$ cat src/wfo_fifo.sv
// Small first-in first-out queue of flip-flops used between the oscillator stages.
`timescale 1ns / 1ps

module wfo_fifo #(
   parameter int WIDTH = 8,
   parameter int DEPTH = 2
) (
   input  logic             clock,
   input  logic             reset,
   input  logic             push,
   input  logic [WIDTH-1:0] din,
   input  logic             pop,
   output logic [WIDTH-1:0] dout,
   output logic             full,
   output logic             empty
);

   localparam int PW = (DEPTH > 1) ? $clog2(DEPTH) : 1;
   localparam int CW = $clog2(DEPTH + 1);

   logic [WIDTH-1:0] mem_ff [DEPTH];
   logic [PW-1:0]    wr_ptr_ff;
   logic [PW-1:0]    wr_ptr_in;
   logic [PW-1:0]    rd_ptr_ff;
   logic [PW-1:0]    rd_ptr_in;
   logic [CW-1:0]    count_ff;
   logic [CW-1:0]    count_in;
   logic             do_push;
   logic             do_pop;

   assign full    = (count_ff == CW'(DEPTH));
   assign empty   = (count_ff == '0);
   assign do_push = push & ~full;
   assign do_pop  = pop & ~empty;
   assign dout    = mem_ff[rd_ptr_ff];

   always_comb begin
      wr_ptr_in = wr_ptr_ff;
      rd_ptr_in = rd_ptr_ff;
      if (do_push) begin
         wr_ptr_in = (wr_ptr_ff == PW'(DEPTH - 1)) ? '0 : wr_ptr_ff + PW'(1);
      end
      if (do_pop) begin
         rd_ptr_in = (rd_ptr_ff == PW'(DEPTH - 1)) ? '0 : rd_ptr_ff + PW'(1);
      end
      count_in = count_ff + CW'(do_push) - CW'(do_pop);
   end

   always_ff @(posedge clock) begin
      if (reset) begin
         wr_ptr_ff <= '0;
         rd_ptr_ff <= '0;
         count_ff  <= '0;
      end else begin
         wr_ptr_ff <= wr_ptr_in;
         rd_ptr_ff <= rd_ptr_in;
         count_ff  <= count_in;
      end
   end

   always_ff @(posedge clock) begin
      if (do_push) begin
         mem_ff[wr_ptr_ff] <= din;
      end
   end

endmodule

$ cat config.mk
export PLATFORM = sky130hd
export DESIGN_NAME = wfo_fifo
export DESIGN_NICKNAME = d
export VERILOG_FILES = /design/src/wfo_fifo.sv
export SDC_FILE = /design/constraint.sdc
export NUM_CORES = 1
export LEC_CHECK = 0
export ABC_CLOCK_PERIOD_IN_PS = 2600
export BUFFER_PORTS_ARGS = -buffer_cell sky130_fd_sc_hd__buf_2
export CAP_MARGIN = 15
export CORE_MARGIN = 2
export CORE_UTILIZATION = 45
export CTS_CLUSTER_DIAMETER = 80
export DETAILED_ROUTE_END_ITERATION = 10
export PLACE_DENSITY = 0.7
export SLEW_MARGIN = 5
export SYNTH_ARGS = -nofsm -noshare
export SYNTH_HDL_FRONTEND = slang
export SYNTH_SLANG_ARGS = --single-unit
$ cat constraint.sdc
create_clock -name clock -period 2.6 [get_ports clock]
set_input_delay 0.52 -clock clock [delete_from_list [all_inputs] [get_ports clock]]
set_output_delay 0.52 -clock clock [all_outputs]
set_load 0.05 [all_outputs]
==> impl_results.rst <==
.. list-table::
   :header-rows: 1

   * - Metric
     - Value
   * - Post-Route Skew
     - 0.992 ps
   * - Worst reg2reg setup slack
     - between 1000 and 1500 ps
   * - Die boundary height
     - around 46 um
   * - Register clock-pin slew on the reported worst setup and hold paths
     - 100 ps
   * - Fraction of post-synthesis cell area in the top cell type by area
     - 0.593
   * - Crit Reg-Reg Endpoint
     - count_ff[1]$_SDFF_PP0_
   * - WS Path Type
     - reg -> out
   * - Worst slack at placement
     - 871 ps
   * - Share of synthesized area occupied by flip-flops and latches
     - 0.716
   * - Capture endpoint of the worst hold path
     - mem_ff[1][6]$_DFFE_PP_
   * - Area of the die
     - 2160 um^2
   * - Share of synthesized area spent on multiplexers
     - 0.111
   * - Count of endpoints failing hold in the final timing report
     - 0
   * - Smallest setup slack after layout
     - around 650 ps
   * - Number of antenna repair diodes
     - 0
   * - Synth top area cells
     - sky130_fd_sc_hd__edfxtp_1 59%, sky130_fd_sc_hd__dfxtp_1 12%, sky130_fd_sc_hd__mux2_1 6.9%
   * - Total negative slack for setup checks
     - 0 ps
   * - Biggest area consumer among synthesized cells
     - sky130_fd_sc_hd__edfxtp_1
   * - Ratio of cells with drive above 1 in the final layout
     - 0.408
   * - Wire length of the first global-routing pass
     - approximately 1.8 mm
   * - DR vias
     - 465
   * - Worst endpoint required time
     - approximately 2100 ps
   * - Area of the core
     - 1710 um^2
   * - Number of remaining DRC errors
     - 0
   * - CTS tree
     - yes
   * - Clock latency of the later-clocked register in the worst-skew pair
     - 280 ps
   * - Starting density of the core
     - 0.475
   * - Setup-violating endpoint count in the final report
     - 0
   * - Share of the cycle needed by the critical path after routing
     - 0.748
   * - Category of the worst setup path capture point
     - output pin
   * - Layout Nets
     - 91
   * - Power per unit of standard cell area
     - 1110 nW/um^2
   * - Crit-path max FO
     - 8
   * - Pin count of the biggest net entering global routing
     - 12
   * - Max-cap violations
     - 0
   * - Post-synth cell types
     - 21
   * - Post-synthesis xor/xnor area fraction
     - 0.0216
   * - Net count of the mapped netlist
     - between 60 and 70
   * - Fin. max-slew vios
     - 0
   * - Simple-gate area share of the yosys netlist
     - 0.0725
   * - Via count of the first global-routing pass
     - around 430
   * - Sum of internal, switching and leakage power
     - 1.08 mW
   * - DRT Wirelength
     - around 1.2 mm
   * - Number of rows in the core area
     - 15
   * - Highest ir drop seen on vdd
     - 0.000613 V
   * - Synthesis-to-finish area growth
     - 19.4%
   * - Min Tclk post-route
     - 1950 ps
   * - Synth Area in Compound Gates
     - 0.0231
   * - Main combinational cell family by area after synthesis
     - multiplexers
   * - Top cells by count, synth
     - 16 x sky130_fd_sc_hd__edfxtp_1, 5 x sky130_fd_sc_hd__dfxtp_1, 5 x sky130_fd_sc_hd__mux2_1
   * - Result of the run
     - finished clean
   * - Worst hold path class
     - in -> reg
   * - Cell at the root of the clock tree
     - sky130_fd_sc_hd__clkbuf_4
   * - Startpoint of the most critical hold path
     - din[6]
   * - Yosys warning total
     - 0
   * - Post-route antenna net violation count
     - 0
   * - Count of filler cells inserted in the layout
     - 159
   * - Leakage dissipation
     - 0.403 nW
   * - Starting DRT DRC Count
     - 1
   * - Async set-reset flop share out of synthesis
     - 0
   * - Half-perimeter wire length after detailed placement
     - 885 um
   * - Cell with the most instances after synthesis
     - sky130_fd_sc_hd__edfxtp_1
   * - Tightest slew margin relative to the limit
     - 0.758
   * - Clock buffer depth
     - 2
   * - Post-Syn Instances
     - 52
   * - Launching point of the worst reg2reg path
     - count_ff[0]$_SDFF_PP0_
   * - Number of antenna violations at the first check in global routing
     - 0
   * - I/O Buffers
     - 21
   * - Avg Synthesized Cell Area
     - 15.6 um^2
   * - Final standard cell utilization of the core
     - 0.567
   * - Slew of the pin with the lowest slew margin
     - 363 ps
   * - Worst r2r path cells
     - 8
   * - Combined global-route utilization of all metal layers
     - 0.124
   * - Final RePlAce weighted congestion
     - about 0.67
   * - Htree depth
     - 1
   * - Hold path cells
     - 1
   * - Leading register cell type out of synthesis
     - sky130_fd_sc_hd__edfxtp_1
   * - Routed length per instance
     - 11.5 um
   * - Number of primary I/O pins
     - 22
   * - Post-synthesis cell area
     - 811 um^2
   * - Detailed Routing Iterations Pass 1
     - 3
   * - Kind of start point of the critical path
     - flip-flop
   * - Width of the die
     - 46.4 um
   * - Number of enable flip-flop cells after synthesis
     - 16
   * - Unrepaired setup endpoints after global routing
     - no
   * - Fmax
     - 0.514 GHz
   * - Resize count post-CTS
     - 0
   * - Worst endpoint data arrival time
     - between 1000 and 1500 ps
   * - Routed via count divided by cell count
     - between 4 and 5
   * - Sum of overflow across all layers after global routing
     - 0
   * - TritonCTS buffer count
     - 3
   * - Fraction of the mapped netlist area in adder cells
     - 0.0309
   * - Total of flip-flops plus latches after synthesis
     - 21
   * - Post-CTS setup buffer count
     - 0
   * - Hold buffers post-CTS
     - 0
   * - Sinks on the clock net
     - 21
[sequential cells by signal, summed over array words and instances, names as in the netlist, named ones only]
signal and flops:
count_ff 2, mem_ff 16, rd_ptr_ff 1, wr_ptr_ff 1
[final cells by class]
type	instances	area, um^2	share of cell area
inverters	4	15.0	0.0155
repair buffers	21	105	0.109
multi-input cells	26	210	0.217
clock buffers	4	26.3	0.0271
flip-flops and latches	21	581	0.599
well taps	25	31.3	0.0323
[critical path, stage by stage (launching register included)]
cell and delay [ps]:
sky130_fd_sc_hd__dfxtp_1 550, sky130_fd_sc_hd__mux2_2 380, sky130_fd_sc_hd__buf_2 210
[cells by family after synthesis]
logic type | after synthesis
and+or+nand+nor | 11
DFF | 21
muxes | 8
AOI/OAI and AO/OA | 3
adders and majority gates | 2
xor gates and xnor gates | 2
buffers and inverters | 5
[report_power, final]
group | switching, mW | internal (mW)
combinational | 0.319 | 0.136
sequential | 0.0465 | 0.434
clock | 0.0848 | 0.0595
[stage by stage]
step / cells / hold slack, ps / area (um^2)
after floorplan: 52 / 451 / 811
after global placement: 97 / 468 / 942
after detailed placement: 97 / 502 / 942
after CTS: 101 / 406 / 968
after global routing: 101 / 397 / 968
final: 101 / 418 / 968
[worst max path at each step]
stage	start	endpoint	depth (start not counted)
final	flip-flop	dout[5]	2
after global routing	flip-flop	dout[5]	2
after CTS	flip-flop	dout[5]	2
after detailed placement	pop	count_ff[1]$_SDFF_PP0_	8
after global placement	pop	count_ff[1]$_SDFF_PP0_	8
after floorplan	pop	count_ff[1]$_SDFF_PP0_	7
[metal layers]
metal  global-route usage  wire [um]  up-vias
met1                0.142        459      219
met5                    0          0        -
li1                     -          -      233
met2                0.219        629       13
met4               0.0514          0        0
met3               0.0275         76        0
[layout by cell type, fill, tap and decap left out, types with 2 or more instances in the layout]
cell type / n
sky130_fd_sc_hd__buf_2: 21
sky130_fd_sc_hd__edfxtp_1: 16
sky130_fd_sc_hd__mux2_1: 5
sky130_fd_sc_hd__dfxtp_1: 5
sky130_fd_sc_hd__nor2_1: 4
sky130_fd_sc_hd__inv_1: 3
sky130_fd_sc_hd__mux2_2: 3
sky130_fd_sc_hd__clkbuf_4: 3
sky130_fd_sc_hd__ha_1: 2
Power figures use the tool's default switching activity.
