==> src/wfo_pkg.sv <==
// Package for the wavetable FM oscillator: item types, codes, wave table functions.
`timescale 1ns / 1ps

package wfo_pkg;

   // Sizes of the design.
   localparam int TABLE_SIZE        = 1024;
   localparam int TBL_W             = $clog2(TABLE_SIZE);
   localparam int QUARTER           = TABLE_SIZE / 4;
   localparam int QUARTER_W         = $clog2(QUARTER);
   localparam int VOICE_COUNT_DEF   = 16;
   localparam int CMD_DEPTH         = 2;
   localparam int RSP_DEPTH         = 4;
   localparam int CREDIT_W          = $clog2(RSP_DEPTH + 1);
   localparam int CSR_IDX_W         = 2;
   localparam int CSR_DATA_W        = 16;

   // Operation codes of an input item.
   localparam logic [1:0] OP_TICK  = 2'd0;
   localparam logic [1:0] OP_START = 2'd1;
   localparam logic [1:0] OP_STOP  = 2'd2;

   // Configuration register indexes.
   localparam logic [CSR_IDX_W-1:0] CSR_WAVE_SHAPE  = 2'd0;
   localparam logic [CSR_IDX_W-1:0] CSR_OUTPUT_GAIN = 2'd1;
   localparam logic [CSR_IDX_W-1:0] CSR_SYNC_RATIO  = 2'd2;

   // Wave shape codes.
   localparam logic [1:0] SHAPE_SINE     = 2'd0;
   localparam logic [1:0] SHAPE_SAW      = 2'd1;
   localparam logic [1:0] SHAPE_SQUARE   = 2'd2;
   localparam logic [1:0] SHAPE_TRIANGLE = 2'd3;

   // Register reset values.
   localparam logic [1:0]  WAVE_SHAPE_RST  = SHAPE_SINE;
   localparam logic [15:0] OUTPUT_GAIN_RST = 16'd32768;
   localparam logic [15:0] SYNC_RATIO_RST  = 16'd256;

   // Odd polynomial for sin(t * pi/2), Q1.30 coefficients.
   localparam longint unsigned SIN_C1  = 64'd1686629713;
   localparam longint unsigned SIN_C3  = 64'd693598678;
   localparam longint unsigned SIN_C5  = 64'd85569307;
   localparam longint unsigned SIN_C7  = 64'd5027001;
   localparam longint unsigned SIN_C9  = 64'd172272;
   localparam longint unsigned SIN_C11 = 64'd3864;

   typedef struct packed {
      logic [1:0]         op;
      logic [3:0]         voice;
      logic [31:0]        phase_step;
      logic signed [15:0] mod_sum;
   } req_type;

   typedef struct packed {
      logic [3:0]         voice_out;
      logic signed [15:0] sample;
   } rsp_type;

   // Classified command handed from the front to the engine.
   typedef struct packed {
      logic [1:0]         op;
      logic [3:0]         voice;
      logic               in_range;
      logic [31:0]        phase_step;
      logic signed [32:0] msync;      // (mod_sum + 1.0) * sync_ratio, Q12.20 scale
   } cmd_type;

   // Updated voice phase handed from the engine to the sample pipeline.
   typedef struct packed {
      logic [3:0]  voice;
      logic        in_range;
      logic [31:0] phase;
   } smp_type;

   typedef enum logic {
      ENG_FETCH,
      ENG_UPDATE
   } eng_state_type;

   typedef logic [14:0] sine_rom_type [0:QUARTER];

   // Quarter-wave sine magnitudes in Q1.15, including the peak at the quarter turn.
   function automatic sine_rom_type build_sine_rom();
      sine_rom_type    rom;
      longint unsigned t;
      longint unsigned u;
      longint unsigned p;
      longint unsigned q;
      for (int k = 0; k <= QUARTER; k++) begin
         t = longint'(k) << (30 - QUARTER_W);
         u = (t * t) >> 30;
         p = SIN_C11;
         p = SIN_C9 - ((p * u) >> 30);
         p = SIN_C7 - ((p * u) >> 30);
         p = SIN_C5 - ((p * u) >> 30);
         p = SIN_C3 - ((p * u) >> 30);
         p = SIN_C1 - ((p * u) >> 30);
         q = (((p * t) >> 30) + 64'd16384) >> 15;
         if (q > 64'd32767) begin
            q = 64'd32767;
         end
         rom[k] = q[14:0];
      end
      return rom;
   endfunction

   localparam sine_rom_type SINE_ROM = build_sine_rom();

   // One wave table entry in Q1.15 for the given shape and index.
   function automatic logic signed [15:0] wave_entry(logic [1:0] shape, logic [TBL_W-1:0] i);
      logic [QUARTER_W:0]  k;
      logic [QUARTER_W:0]  kk;
      logic signed [15:0]  mag;
      logic signed [TBL_W+8:0] v;
      logic signed [TBL_W+8:0] t;
      logic signed [15:0]  res;
      k   = {1'b0, i[QUARTER_W-1:0]};
      kk  = i[TBL_W-2] ? (QUARTER_W+1)'(QUARTER) - k : k;
      mag = $signed({1'b0, SINE_ROM[kk]});
      v   = $signed({2'b00, i, 7'd0});
      t   = v;
      res = '0;
      case (shape)
         SHAPE_SINE: begin
            res = i[TBL_W-1] ? -mag : mag;
         end
         SHAPE_SAW: begin
            res = {~i[TBL_W-1], i[TBL_W-2:0], (16 - TBL_W)'(0)};
         end
         SHAPE_SQUARE: begin
            res = i[TBL_W-1] ? -16'sd32767 : 16'sd32767;
         end
         default: begin
            if (i[TBL_W-1:TBL_W-2] == 2'b00) begin
               t = v;
            end else if (i[TBL_W-1:TBL_W-2] == 2'b11) begin
               t = v - (TBL_W+9)'(131072);
            end else begin
               t = (TBL_W+9)'(65536) - v;
            end
            if (t > (TBL_W+9)'(32767)) begin
               res = 16'sd32767;
            end else if (t < -(TBL_W+9)'(32768)) begin
               res = -16'sd32768;
            end else begin
               res = t[15:0];
            end
         end
      endcase
      return res;
   endfunction

endpackage

==> src/wfo_engine.sv <==
// Voice engine: holds phase and step per voice and applies each command in a fetch and an update state.
`timescale 1ns / 1ps

module wfo_engine #(
   parameter int VOICE_COUNT = wfo_pkg::VOICE_COUNT_DEF
) (
   input  logic             clock,
   input  logic             reset,
   input  logic             cmd_empty,
   input  wfo_pkg::cmd_type cmd,
   output logic             cmd_pop,
   input  logic             rsp_take,
   output logic             smp_valid,
   output wfo_pkg::smp_type smp
);

   localparam int VIDX_W = (VOICE_COUNT > 1) ? $clog2(VOICE_COUNT) : 1;

   wfo_pkg::eng_state_type state_ff;
   wfo_pkg::eng_state_type state_in;

   logic [31:0]       phase_ff [VOICE_COUNT];
   logic [31:0]       step_ff  [VOICE_COUNT];
   logic [31:0]       phase_in;
   logic [31:0]       step_in;

   wfo_pkg::cmd_type  cmd_ff;
   logic [31:0]       prod_ff;
   logic signed [65:0] prod_full;
   logic [31:0]       step_rd;
   logic [31:0]       phase_rd;
   logic [VIDX_W-1:0] head_idx;
   logic [VIDX_W-1:0] cur_idx;
   logic              issue;

   logic [wfo_pkg::CREDIT_W-1:0] credit_ff;
   logic [wfo_pkg::CREDIT_W-1:0] credit_in;

   logic             smp_valid_ff;
   logic             smp_valid_in;
   wfo_pkg::smp_type smp_ff;
   wfo_pkg::smp_type smp_in;

   assign head_idx = VIDX_W'(cmd.voice);
   assign cur_idx  = VIDX_W'(cmd_ff.voice);
   assign step_rd  = cmd.in_range ? step_ff[head_idx] : '0;
   assign phase_rd = cmd_ff.in_range ? phase_ff[cur_idx] : '0;

   // Only bits 51..20 of the signed product matter, the phase is modulo one.
   assign prod_full = $signed(cmd.msync) * $signed({1'b0, step_rd});

   assign credit_in = credit_ff + wfo_pkg::CREDIT_W'(issue)
                      - wfo_pkg::CREDIT_W'(rsp_take);

   always_comb begin
      state_in = state_ff;
      issue    = 1'b0;
      unique case (state_ff)
         wfo_pkg::ENG_FETCH: begin
            if (!cmd_empty && (credit_ff < wfo_pkg::CREDIT_W'(wfo_pkg::RSP_DEPTH))) begin
               issue    = 1'b1;
               state_in = wfo_pkg::ENG_UPDATE;
            end
         end
         wfo_pkg::ENG_UPDATE: begin
            state_in = wfo_pkg::ENG_FETCH;
         end
         default: begin
            state_in = wfo_pkg::ENG_FETCH;
         end
      endcase
   end

   assign cmd_pop = issue;

   always_comb begin
      phase_in = phase_rd;
      step_in  = cmd_ff.in_range ? step_ff[cur_idx] : '0;
      unique case (cmd_ff.op)
         wfo_pkg::OP_TICK: begin
            phase_in = phase_rd + prod_ff;
         end
         wfo_pkg::OP_START: begin
            step_in = cmd_ff.phase_step;
         end
         wfo_pkg::OP_STOP: begin
            phase_in = '0;
            step_in  = '0;
         end
         default: begin
            phase_in = phase_rd;
         end
      endcase
      if (!cmd_ff.in_range) begin
         phase_in = '0;
      end
      smp_valid_in    = (state_ff == wfo_pkg::ENG_UPDATE);
      smp_in.voice    = cmd_ff.voice;
      smp_in.in_range = cmd_ff.in_range;
      smp_in.phase    = phase_in;
   end

   always_ff @(posedge clock) begin
      if (reset) begin
         state_ff     <= wfo_pkg::ENG_FETCH;
         credit_ff    <= '0;
         smp_valid_ff <= 1'b0;
      end else begin
         state_ff     <= state_in;
         credit_ff    <= credit_in;
         smp_valid_ff <= smp_valid_in;
      end
   end

   always_ff @(posedge clock) begin
      if (reset) begin
         for (int v = 0; v < VOICE_COUNT; v++) begin
            phase_ff[v] <= '0;
            step_ff[v]  <= '0;
         end
      end else if ((state_ff == wfo_pkg::ENG_UPDATE) && cmd_ff.in_range) begin
         phase_ff[cur_idx] <= phase_in;
         step_ff[cur_idx]  <= step_in;
      end
   end

   always_ff @(posedge clock) begin
      if (issue) begin
         cmd_ff  <= cmd;
         prod_ff <= prod_full[51:20];
      end
      if (smp_valid_in) begin
         smp_ff <= smp_in;
      end
   end

   assign smp_valid = smp_valid_ff;
   assign smp       = smp_ff;

endmodule

==> config.mk <==
export PLATFORM = sky130hd
export DESIGN_NAME = wfo_engine
export DESIGN_NICKNAME = d
export VERILOG_FILES = /design/src/wfo_pkg.sv /design/src/wfo_engine.sv
export SDC_FILE = /design/constraint.sdc
export NUM_CORES = 2
export LEC_CHECK = 0
export ABC_CLOCK_PERIOD_IN_PS = 22600
export BUFFER_PORTS_ARGS = -buffer_cell sky130_fd_sc_hd__buf_2
export CORE_ASPECT_RATIO = 1.25
export CORE_MARGIN = 2
export CORE_UTILIZATION = 45
export DETAILED_ROUTE_END_ITERATION = 8
export PLACE_DENSITY = 0.69
export SYNTH_ARGS = -nofsm -noshare
export SYNTH_HDL_FRONTEND = slang
export SYNTH_SLANG_ARGS = --single-unit
==> constraint.sdc <==
create_clock -name clock -period 22.6 [get_ports clock]
set_input_delay 1.13 -clock clock [delete_from_list [all_inputs] [get_ports clock]]
set_output_delay 1.13 -clock clock [all_outputs]
set_load 0.01 [all_outputs]
==> results.cfg <==
[run_status]
status = finished clean

[flow_run]
cap_violations = 0

[synth]
synth_edf_count = 1132
seq_area_frac_synth = 0.4207
synth_area_mm2 = 0.08124
syn_inst = 6777
ys_ff_latch = 1141
ys_async_sr_fraction = 0
synth_warnings = 0
yosysUniqueCellTypes = 68
synth_nets = 7967
syn_area_per_cell_um2 = 11.99
synth_flop_cell = edfxtp_1

[finish]
layout_common_cells = edfxtp_1, nor2_1, inv_1, fa_1, nand2_1
fillerInstances = 15585
stdcell_count = 9057
syn2layout_area_growth_pct = 7.217
final_area_mm2 = 0.08710
drive_gt1_frac = 0.1121
nNetsFinal = 7794
final_common_cell = edfxtp_1

[place]
dpl_cell_area_mm2 = 0.08414
io_buffer_count = 114
gp_routability_congestion = 0.9373
place_inst = 8880
dp_hpwl_um = 148200

[timing]
max_freq_mhz = 88.79
rsz0062_at_grt = no
final.setup.tns_ns = 0
worst_hold_slack_ns = 0.5062
fin_worst_skew_ns = 0.04189
hold_violations = 0
drv_slew = 0
finalSetupViolations = 0
post-route-period-util = 0.4984
fin_crit_ns = 11.26
relSlewSlack = 0.1342
worst_pin_slew_ns = 1.299

[setup_path]
r2r_end = prod_ff[27]$_DFFE_PP_
ff2ff_setup_slack_ns = 12.93
cpMostUsedCell = fa_1
slowest_stage = mux4_2
r2r_cells = 29
critical_path.endpoint_type = flop
path_class = input pin to flop
crit_path_max_fanout = 60
critPathRequiredTime_ns = 23.07
timing.rr.start = step_ff[13][2]$_SDFFCE_PN0P_
critPathMaxStageDelay_ns = 0.84
worst_ep_arrival_time_ns = 11.73
critPathLaunchType = input pin

[min_path]
hold_class = flop to flop
hold_depth = 1
min_to = smp_valid_in$_SDFF_PP0_
hold_start = credit_ff[2]$_SDFF_PP0_

[global_route]
grtUsageMet2 = 0.4281
grt_start_max_net_pins = 111
grt.busiest_layer = met2
grt_use_total = 0.2544
met1_usage = 0.3218
overflow = 0
first_global_vias = 56766
use_met3 = 0.04743
grt_pass1_wl_um = 348900
antenna_found_initial = 11

[drt]
dr_total_vias = 53105
totalWireLength_um = 231300
routed_via_density = 5.863
drt_first_pass_iters = 6
wl_per_cell_um = 25.54
route.antenna.remaining_nets = 0
drt_iter0_drc = 6393
drc = 0

[clock_network]
cts_tree = yes
cts-root-buf = clkbuf_16
clk_latency_ns = 0.71
post-cts-setup-buffers = 0
cts_buffer_depth = 3
hold_buffers = 0
cts_buffers = 98
clock_sinks = 1141
h-tree-depth = 3
clk_pin_slew_ns = 0.08
cts_resized = 0

[die]
die_area_mm2 = 0.1840
num_rows = 174
fp.dieH_um = 479.0
core-area_mm2 = 0.1796
top_level_ports = 115
die_x_um = 384.0
start_util = 0.4523
## through the flow
stage                       util  worst slack, ns
final                     0.4849            11.34
after global routing      0.4848            10.83
after CTS                 0.4848            11.30
after detailed placement  0.4684            10.52
after global placement    0.4684            10.63
after floorplan                -            12.07
## layout make-up
class / count / area [um^2] / area share
Sequential cell: 1141 / 34180 / 0.3925
Clock buffer: 118 / 2549 / 0.02926
Clock inverter: 50 / 391.6 / 0.004496
Tap cell: 2376 / 2973 / 0.03413
Inverter: 1018 / 3821 / 0.04387
Antenna cell: 9 / 22.52 / 0.0002586
Timing Repair Buffer: 226 / 1431 / 0.01643
Multi-Input combinational cell: 4119 / 41730 / 0.4791
## worst max-delay path by stage
stage          startpoint               endpoint  slack, ns  depth (start not counted)
6_report          cmd[66]  prod_ff[27]$_DFFE_PP_      11.34                         31
5_1_grt           cmd[66]  prod_ff[27]$_DFFE_PP_      10.83                         31
4_1_cts           cmd[66]  prod_ff[27]$_DFFE_PP_      11.30                         31
3_5_place_dp      cmd[66]  prod_ff[27]$_DFFE_PP_      10.52                         31
3_3_place_gp      cmd[66]  prod_ff[27]$_DFFE_PP_      10.63                         31
2_1_floorplan     cmd[66]  prod_ff[27]$_DFFE_PP_      12.07                         35
## kinds of logic after synthesis
group	Yosys count	synth area share
adders and majority gates	1114	0.2569
muxes	339	0.08852
DFF	1141	0.4207
buffers and inverters	1517	0.07097
AOI/OAI and AO/OA	272	0.02315
xor gates and xnor gates	100	0.01078
and+or+nand+nor	2294	0.1290
## layer usage
layer	wire length, um	up-vias	share of wire
met5	26	-	0.00011
met4	10680	6	0.046
met1	82610	27647	0.36
li1	-	21777	-
met3	23040	649	0.10
met2	115000	3026	0.50
## worst max-delay path, delay by kind of cell
family / cells / cell delay, ns
multiplexers: 2 / 1.44
adder cells (fa/ha/maj): 9 / 4.34
XOR/XNOR: 1 / 0.09
AND/OR/NAND/NOR: 2 / 0.57
AO/OA/AOI/OAI: 9 / 2.35
buffers and inverters: 8 / 1.71
## Yosys cell counts (5+ instances only)
| master | count | area (um^2) |
|---|---|---|
| edfxtp_1 | 1132 | 33990 |
| nor2_1 | 1072 | 4024 |
| inv_1 | 1017 | 3817 |
| fa_1 | 923 | 18480 |
| nand2_1 | 468 | 1757 |
| clkbuf_1 | 436 | 1637 |
| and3_1 | 414 | 2590 |
| mux4_2 | 303 | 6824 |
| and2_1 | 248 | 1551 |
| ha_1 | 191 | 2390 |
| a21oi_1 | 74 | 370.4 |
| xnor2_1 | 69 | 604.3 |
| a21o_1 | 44 | 330.3 |
| buf_1 | 40 | 150.1 |
| o21ai_0 | 34 | 170.2 |
| mux2i_1 | 31 | 310.3 |
| xor2_1 | 31 | 271.5 |
| a22oi_1 | 29 | 217.7 |
| nand2b_1 | 22 | 137.6 |
| nor2b_1 | 18 | 112.6 |
| nand3_1 | 17 | 85.08 |
| buf_2 | 12 | 60.06 |
| nor3_1 | 11 | 55.05 |
| o22ai_1 | 10 | 62.56 |
| dfxtp_1 | 9 | 180.2 |
| nand4_1 | 9 | 56.30 |
| o21a_1 | 9 | 67.56 |
| o21bai_1 | 9 | 67.56 |
| buf_4 | 8 | 60.06 |
| or2_2 | 8 | 50.05 |
| a31oi_1 | 7 | 43.79 |
| a2111oi_0 | 5 | 43.79 |
| a21boi_0 | 5 | 37.54 |
| mux2_2 | 5 | 56.30 |
## flip-flops by register name (all words and copies together), names as in the netlist, named ones only
name          cells
credit_ff         3
cur_idx           4
smp_valid_in      1
cmd_ff           35
prod_ff          32
smp              37
phase_ff        512
step_ff         512
smp_valid         1
Power is left out: the tool's default activity adds up to more than one toggle a clock period on the data nets, which glitch-free logic cannot reach.
