==> src/wfo_pkg.sv <==
// Package for the wavetable FM oscillator: item types, codes, wave table functions.
`timescale 1ns / 1ps

package wfo_pkg;

   // Sizes of the design.
   localparam int TABLE_SIZE        = 1024;
   localparam int TBL_W             = $clog2(TABLE_SIZE);
   localparam int QUARTER           = TABLE_SIZE / 4;
   localparam int QUARTER_W         = $clog2(QUARTER);
   localparam int VOICE_COUNT_DEF   = 16;
   localparam int CMD_DEPTH         = 2;
   localparam int RSP_DEPTH         = 4;
   localparam int CREDIT_W          = $clog2(RSP_DEPTH + 1);
   localparam int CSR_IDX_W         = 2;
   localparam int CSR_DATA_W        = 16;

   // Operation codes of an input item.
   localparam logic [1:0] OP_TICK  = 2'd0;
   localparam logic [1:0] OP_START = 2'd1;
   localparam logic [1:0] OP_STOP  = 2'd2;

   // Configuration register indexes.
   localparam logic [CSR_IDX_W-1:0] CSR_WAVE_SHAPE  = 2'd0;
   localparam logic [CSR_IDX_W-1:0] CSR_OUTPUT_GAIN = 2'd1;
   localparam logic [CSR_IDX_W-1:0] CSR_SYNC_RATIO  = 2'd2;

   // Wave shape codes.
   localparam logic [1:0] SHAPE_SINE     = 2'd0;
   localparam logic [1:0] SHAPE_SAW      = 2'd1;
   localparam logic [1:0] SHAPE_SQUARE   = 2'd2;
   localparam logic [1:0] SHAPE_TRIANGLE = 2'd3;

   // Register reset values.
   localparam logic [1:0]  WAVE_SHAPE_RST  = SHAPE_SINE;
   localparam logic [15:0] OUTPUT_GAIN_RST = 16'd32768;
   localparam logic [15:0] SYNC_RATIO_RST  = 16'd256;

   // Odd polynomial for sin(t * pi/2), Q1.30 coefficients.
   localparam longint unsigned SIN_C1  = 64'd1686629713;
   localparam longint unsigned SIN_C3  = 64'd693598678;
   localparam longint unsigned SIN_C5  = 64'd85569307;
   localparam longint unsigned SIN_C7  = 64'd5027001;
   localparam longint unsigned SIN_C9  = 64'd172272;
   localparam longint unsigned SIN_C11 = 64'd3864;

   typedef struct packed {
      logic [1:0]         op;
      logic [3:0]         voice;
      logic [31:0]        phase_step;
      logic signed [15:0] mod_sum;
   } req_type;

   typedef struct packed {
      logic [3:0]         voice_out;
      logic signed [15:0] sample;
   } rsp_type;

   // Classified command handed from the front to the engine.
   typedef struct packed {
      logic [1:0]         op;
      logic [3:0]         voice;
      logic               in_range;
      logic [31:0]        phase_step;
      logic signed [32:0] msync;      // (mod_sum + 1.0) * sync_ratio, Q12.20 scale
   } cmd_type;

   // Updated voice phase handed from the engine to the sample pipeline.
   typedef struct packed {
      logic [3:0]  voice;
      logic        in_range;
      logic [31:0] phase;
   } smp_type;

   typedef enum logic {
      ENG_FETCH,
      ENG_UPDATE
   } eng_state_type;

   typedef logic [14:0] sine_rom_type [0:QUARTER];

   // Quarter-wave sine magnitudes in Q1.15, including the peak at the quarter turn.
   function automatic sine_rom_type build_sine_rom();
      sine_rom_type    rom;
      longint unsigned t;
      longint unsigned u;
      longint unsigned p;
      longint unsigned q;
      for (int k = 0; k <= QUARTER; k++) begin
         t = longint'(k) << (30 - QUARTER_W);
         u = (t * t) >> 30;
         p = SIN_C11;
         p = SIN_C9 - ((p * u) >> 30);
         p = SIN_C7 - ((p * u) >> 30);
         p = SIN_C5 - ((p * u) >> 30);
         p = SIN_C3 - ((p * u) >> 30);
         p = SIN_C1 - ((p * u) >> 30);
         q = (((p * t) >> 30) + 64'd16384) >> 15;
         if (q > 64'd32767) begin
            q = 64'd32767;
         end
         rom[k] = q[14:0];
      end
      return rom;
   endfunction

   localparam sine_rom_type SINE_ROM = build_sine_rom();

   // One wave table entry in Q1.15 for the given shape and index.
   function automatic logic signed [15:0] wave_entry(logic [1:0] shape, logic [TBL_W-1:0] i);
      logic [QUARTER_W:0]  k;
      logic [QUARTER_W:0]  kk;
      logic signed [15:0]  mag;
      logic signed [TBL_W+8:0] v;
      logic signed [TBL_W+8:0] t;
      logic signed [15:0]  res;
      k   = {1'b0, i[QUARTER_W-1:0]};
      kk  = i[TBL_W-2] ? (QUARTER_W+1)'(QUARTER) - k : k;
      mag = $signed({1'b0, SINE_ROM[kk]});
      v   = $signed({2'b00, i, 7'd0});
      t   = v;
      res = '0;
      case (shape)
         SHAPE_SINE: begin
            res = i[TBL_W-1] ? -mag : mag;
         end
         SHAPE_SAW: begin
            res = {~i[TBL_W-1], i[TBL_W-2:0], (16 - TBL_W)'(0)};
         end
         SHAPE_SQUARE: begin
            res = i[TBL_W-1] ? -16'sd32767 : 16'sd32767;
         end
         default: begin
            if (i[TBL_W-1:TBL_W-2] == 2'b00) begin
               t = v;
            end else if (i[TBL_W-1:TBL_W-2] == 2'b11) begin
               t = v - (TBL_W+9)'(131072);
            end else begin
               t = (TBL_W+9)'(65536) - v;
            end
            if (t > (TBL_W+9)'(32767)) begin
               res = 16'sd32767;
            end else if (t < -(TBL_W+9)'(32768)) begin
               res = -16'sd32768;
            end else begin
               res = t[15:0];
            end
         end
      endcase
      return res;
   endfunction

endpackage

==> src/wfo_front.sv <==
// Front end: accepts items, checks the voice range and forms the modulation factor.
`timescale 1ns / 1ps

module wfo_front #(
   parameter int VOICE_COUNT = wfo_pkg::VOICE_COUNT_DEF
) (
   input  logic              push,
   output logic              full,
   input  wfo_pkg::req_type  req_item,
   input  logic [15:0]       sync_ratio,
   input  logic              cmd_full,
   output logic              cmd_push,
   output wfo_pkg::cmd_type  cmd
);

   logic signed [16:0] mod_one;
   logic signed [33:0] msync_full;

   // mod_sum + 1.0 in Q4.12, then times the Q8.8 ratio.
   assign mod_one    = 17'(req_item.mod_sum) + 17'sd4096;
   assign msync_full = mod_one * $signed({1'b0, sync_ratio});

   assign full     = cmd_full;
   assign cmd_push = push & ~cmd_full;

   always_comb begin
      cmd.op         = req_item.op;
      cmd.voice      = req_item.voice;
      cmd.in_range   = (32'(req_item.voice) < VOICE_COUNT);
      cmd.phase_step = req_item.phase_step;
      cmd.msync      = $signed(msync_full[32:0]);
   end

endmodule

==> config.mk <==
export PLATFORM = sky130hd
export DESIGN_NAME = wfo_front
export DESIGN_NICKNAME = d
export VERILOG_FILES = /design/src/wfo_pkg.sv /design/src/wfo_front.sv
export SDC_FILE = /design/constraint.sdc
export NUM_CORES = 1
export LEC_CHECK = 0
export ABC_AREA = 1
export BUFFER_PORTS_ARGS = -buffer_cell sky130_fd_sc_hd__buf_2
export CAP_MARGIN = 20
export CORE_AREA = 2 2 156 158
export DETAILED_ROUTE_END_ITERATION = 12
export DIE_AREA = 0 0 158 160
export PLACE_DENSITY = 0.7
export SETUP_SLACK_MARGIN = 0.3
export SYNTH_ARGS = -nofsm -noshare
export SYNTH_HDL_FRONTEND = slang
export SYNTH_SLANG_ARGS = --single-unit
==> constraint.sdc <==
create_clock -name vclk -period 20
set_input_delay 2 -clock vclk [all_inputs]
set_output_delay 2 -clock vclk [all_outputs]
set_load 0.05 [all_outputs]
==> flow_metrics.py, run 1 <==
metrics = {
    "global_routing": {
        "grt_pass1_vias": 10100,
        "grt_overflow_total": 0,
        "grt_max_degree": 18,
        "antenna_found_initial": 0,
        "grt_pass1_wl_mm": 47.9,
        "grt_util_all_layers_pct": 23.7,
    },
    "floorplanning": {
        "floorplan.rows": 57,
        "core_region_area_mm2": 0.0238,
        "fp.dieH_um": 160,
        "die_w_um": 158,
        "dieArea_mm2": 0.0253,
        "start_util_pct": 49.0,
        "pin_count": 146,
    },
    "logic_synthesis": {
        "ys_warn_count": 0,
        "synthSimpleGateAreaFrac_pct": 18.2,
        "syn_area_mm2": 0.0117,
        "synth_top_family_by_area": "adder cells",
        "synth_fa_ha_area_share_pct": 55.4,
        "netlist-cell-type-count": 32,
        "syn_nets": 2012,
        "synthXorXnorAreaFrac_pct": 2.47,
        "muxShareOfSynthArea_pct": 0,
        "seq_area_frac_synth_pct": 0,
        "synthCells": 1585,
        "avgSynthCellArea_um2": 7.36,
        "synth_compound_area_share_pct": 2.70,
    },
    "layout": {
        "nClkBuffers": 0,
        "nFillCells": 2412,
        "final_util_pct": 49.9,
        "nets": 1986,
        "regArea_um2": 0,
        "syn2layout_area_growth_pct": 2.02,
        "final_cells": 1881,
        "nFlopsAndLatches": 0,
        "multi_input_area_mm2": 0.00919,
        "drive_gt1_share_pct": 6.62,
        "n_antenna_cell": 0,
    },
    "route": {
        "routed_via_density": 4.94,
        "routed_wirelength_mm": 28.1,
        "first_pass_iters": 5,
        "drcViolationCount": 0,
        "vias": 9300,
        "wl_per_cell_um": 14.9,
        "ant_nets": 0,
        "dr.first_iter.drc_count": 557,
    },
    "clocking": {
        "cts_resized": 0,
        "post_cts_buffers": 0,
        "postCtsHoldBufs": 0,
    },
    "timing": {
        "tightestPinTransition_ns": 0.936,
        "fin_crit_ns": 10.39,
        "finalSetupViolCount": 0,
        "clock.fmax_ghz": 0.0963,
        "post-route-period-util_pct": 51.9,
        "tns_ns": 0,
        "slew_headroom_pct": 37.4,
        "rsz0062_at_grt": "no",
        "finalMaxSlewViolations": 0,
        "finalHoldViolations": 0,
    },
    "placement": {
        "gp_congestion": 0.905,
        "place_inst": 1881,
        "portBuffers": 69,
        "dpl.hpwl_mm": 24.2,
    },
    "critical_path": {
        "path_cells": "buf_2 -> ha_1 -> xor2_1 -> inv_1 -> nor2_1 -> fa_1 -> fa_1 -> fa_1 -> fa_1 -> fa_1 -> inv_1 -> fa_1 -> inv_1 -> ha_1 -> nand2_1 -> nor2_1 -> inv_1 -> nor2_1 -> nand3_1 -> nand2_1 -> xor2_1 -> buf_2",
        "crit_path_max_incr_delay_ns": 0.75,
        "crit_path_max_fanout": 11,
        "crit_required_ns": 18.00,
        "cp-start-kind": "input pin",
        "crit_top_cell": "fa_1",
        "arrival_ns": 8.39,
        "end_kind": "output port",
        "cp_top_family": "adder cells",
        "cp_num_buf_inv": 6,
        "critPathKind": "input pin to output port",
        "cp_slowest_cell": "xor2_1",
    },
    "min_path": {
        "hold_end": "cmd[33]",
        "hp-class": "input pin to output port",
        "holdPathStages": 0,
        "hp-start": "req_item[16]",
    },
    "run": {
        "cap_violations": 0,
    },
    "outcome": {
        "status": "finished clean",
    },
}
worst max path at each step:
| stage | start | end | depth (start not counted) |
|---|---|---|---|
| finish | req_item[12] | cmd[24] | 22 |
| global route | req_item[12] | cmd[26] | 25 |
| CTS | req_item[12] | cmd[24] | 22 |
| detailed placement | req_item[12] | cmd[21] | 24 |
| global placement | req_item[12] | cmd[25] | 25 |
| floorplan | req_item[12] | cmd[24] | 21 |
metrics by stage:
stage                     hold WS (ns)  area (um2)  worst slack, ns
final                             4.00       11900             9.61
after global routing              4.00       11900             9.23
after CTS                         4.00       11900             9.68
after detailed placement          4.00       11900             9.69
after global placement            4.00       11900             9.82
after floorplan                   4.17       11700            10.37
logic make-up after synthesis:
group                      after synthesis
xor gates and xnor gates                32
AOI/OAI and AO/OA                       58
adders and majority gates              355
other                                    1
buffers and inverters                  619
and+or+nand+nor                        520
per-layer routing:
layer	wire length, um	global-route usage [%]	share of wire (%)
met1	10900	29.9	39
met2	14500	43.5	52
met5	0	0	0
met4	963	6.96	3.4
met3	1670	1.57	6.0
cell usage in the layout, fill, tap and decap left out:
cell type / count
conb_1: 1
o21ai_0: 16
fa_1: 269
xnor2_2: 1
a21oi_2: 1
a21o_1: 4
o21a_1: 1
xor2_1: 22
o21ai_1: 3
nor2_1: 66
nor4_1: 1
nor3_2: 3
nand3_2: 2
o22ai_1: 1
nand3_1: 34
ha_1: 86
nor3_1: 5
buf_2: 69
o211ai_1: 1
o21bai_1: 2
nor2_2: 9
nor3_4: 1
clkinv_1: 1
inv_1: 515
nand2_1: 379
xnor2_1: 9
nand2_2: 11
inv_2: 6
nand4_1: 9
a21oi_1: 29
layout make-up:
class              count  area share, %
inverters            522           16.5
repair buffers        69           2.90
multi-input cells    966           77.2
well taps            324           3.41
synth_stat cells (all sizes together):
| cell | count | area share [%] |
|---|---|---|
| nor2 | 75 | 2.6 |
| xnor2 | 10 | 0.82 |
| o21bai | 2 | 0.13 |
| inv | 521 | 17 |
| ha | 86 | 9.2 |
| o211ai | 1 | 0.064 |
| clkinv | 1 | 0.032 |
| nand3 | 36 | 1.6 |
| a21oi | 30 | 1.3 |
| o21ai | 19 | 0.82 |
| a21o | 4 | 0.26 |
| o21a | 1 | 0.064 |
| nor4 | 1 | 0.054 |
| xor2 | 22 | 1.7 |
| conb | 1 | 0.032 |
| fa | 269 | 46 |
| nand2 | 390 | 13 |
| o22ai | 1 | 0.054 |
| nor3 | 9 | 0.61 |
| clkbuf | 56 | 1.8 |
| nand4 | 9 | 0.48 |
| buf | 41 | 2.6 |
Power of run 1 is not shown: default switching activity piles up to over one toggle a cycle in this logic, so the estimate is an artifact.
==> inputs of run 2 (changes only) <==
==> constraint.sdc (replaced) <==
create_clock -name vclk -period 9.6
set_input_delay 0.96 -clock vclk [all_inputs]
set_output_delay 0.96 -clock vclk [all_outputs]
set_load 0.05 [all_outputs]
==> flow_metrics.py, run 2 (synthesized netlist as in run 1, its figures left out) <==
metrics = {
    "outcome": {
        "status": "finished clean",
    },
    "critical_path": {
        "crit_top_cell": "inv_1",
        "startpoint": "req_item[12]",
        "cp.depth": 28,
        "crit_path_max_fanout": 8,
        "cp_num_buf_inv": 9,
        "crit_path_max_incr_delay_ns": 0.72,
        "arrival_ns": 7.03,
        "cp-start-kind": "input pin",
        "critPathKind": "input pin to output port",
        "cp_slowest_cell": "fa_1",
        "end_kind": "output port",
        "crit_required_ns": 8.64,
        "cp_top_family": "adder cells",
    },
    "run": {
        "cap_violations": 0,
    },
    "timing": {
        "fin_crit_ns": 7.99,
        "tightestPinTransition_ns": 0.664,
        "finalSetupViolCount": 0,
        "slew_headroom_pct": 55.5,
        "post-route-period-util_pct": 83.3,
        "rsz0062_at_grt": "no",
        "finalMaxSlewViolations": 0,
        "clock.fmax_ghz": 0.125,
        "finalHoldViolations": 0,
        "tns_ns": 0,
    },
    "floorplanning": {
        "core_region_area_mm2": 0.0238,
        "pin_count": 146,
        "floorplan.rows": 57,
        "die_w_um": 158,
        "fp.dieH_um": 160,
        "start_util_pct": 49.0,
        "dieArea_mm2": 0.0253,
    },
    "layout": {
        "nFillCells": 2385,
        "syn2layout_area_growth_pct": 2.08,
        "nClkBuffers": 0,
        "nets": 1987,
        "final_cell_mix": "inv_1, nand2_1, fa_1, ha_1, buf_2",
        "regArea_um2": 0,
        "nFlopsAndLatches": 0,
        "n_antenna_cell": 0,
        "drive_gt1_share_pct": 6.68,
        "mostFrequentLayoutCell": "inv_1",
    },
    "route": {
        "first_pass_iters": 5,
        "ant_nets": 0,
        "wl_per_cell_um": 15.1,
        "routed_wirelength_mm": 28.3,
        "drcViolationCount": 0,
        "dr.first_iter.drc_count": 594,
        "vias": 9293,
        "routed_via_density": 4.94,
    },
    "min_path": {
        "holdPathStages": 0,
        "hp-start": "req_item[38]",
        "hp-class": "input pin to output port",
        "hold_end": "cmd[55]",
    },
    "clocking": {
        "post_cts_buffers": 0,
        "cts_resized": 0,
        "postCtsHoldBufs": 0,
    },
    "global_routing": {
        "grt_pass1_vias": 10200,
        "grt_max_degree": 18,
        "antenna_found_initial": 0,
        "grt_util_all_layers_pct": 24.2,
        "grt_overflow_total": 0,
        "grt_pass1_wl_mm": 48.9,
    },
    "placement": {
        "dpl.hpwl_mm": 24.1,
        "portBuffers": 69,
        "gp_congestion": 0.912,
    },
}
-- run 2: changes by cell type in the layout (fill, tap and decap cells not counted), sizes merged --
| cell | change |
|---|---|
| buf | +1 |
-- run 2: through the flow --
step	instances	setup WS [ns]	util, %	area [um2]	hold slack, ns
2_1_floorplan	1585	2.05	-	11700	2.09
3_3_place_gp	1882	1.72	50.0	11900	1.92
3_5_place_dp	1882	1.60	50.0	11900	1.92
4_1_cts	1882	1.57	50.0	11900	1.92
5_1_grt	1882	1.08	50.0	11900	1.92
6_report	1882	1.61	50.0	11900	1.92
-- run 2: cell type report --
class	instances	area, um2	share of cell area (%)
Multi-Input combinational cell	966	9190	77.2
Inverter	522	1960	16.5
Tap cell	324	405	3.41
Timing Repair Buffer	70	353	2.96
-- run 2: per-layer routing --
layer | vias up | routed length [um] | GRT usage (%)
met4 | 0 | 884 | 7.13
li1 | 4307 | - | -
met2 | 331 | 14400 | 43.8
met3 | 62 | 1760 | 1.22
met5 | - | 0 | 0
met1 | 4593 | 11300 | 31.2
-- run 2: worst max-delay path by stage --
stage / endpoint / slack, ns
floorplan: cmd[24] / 2.05
global placement: cmd[32] / 1.72
detailed placement: cmd[31] / 1.60
CTS: cmd[31] / 1.57
global route: cmd[28] / 1.08
finish: cmd[27] / 1.61
Power of run 2 is left out for the same reason.
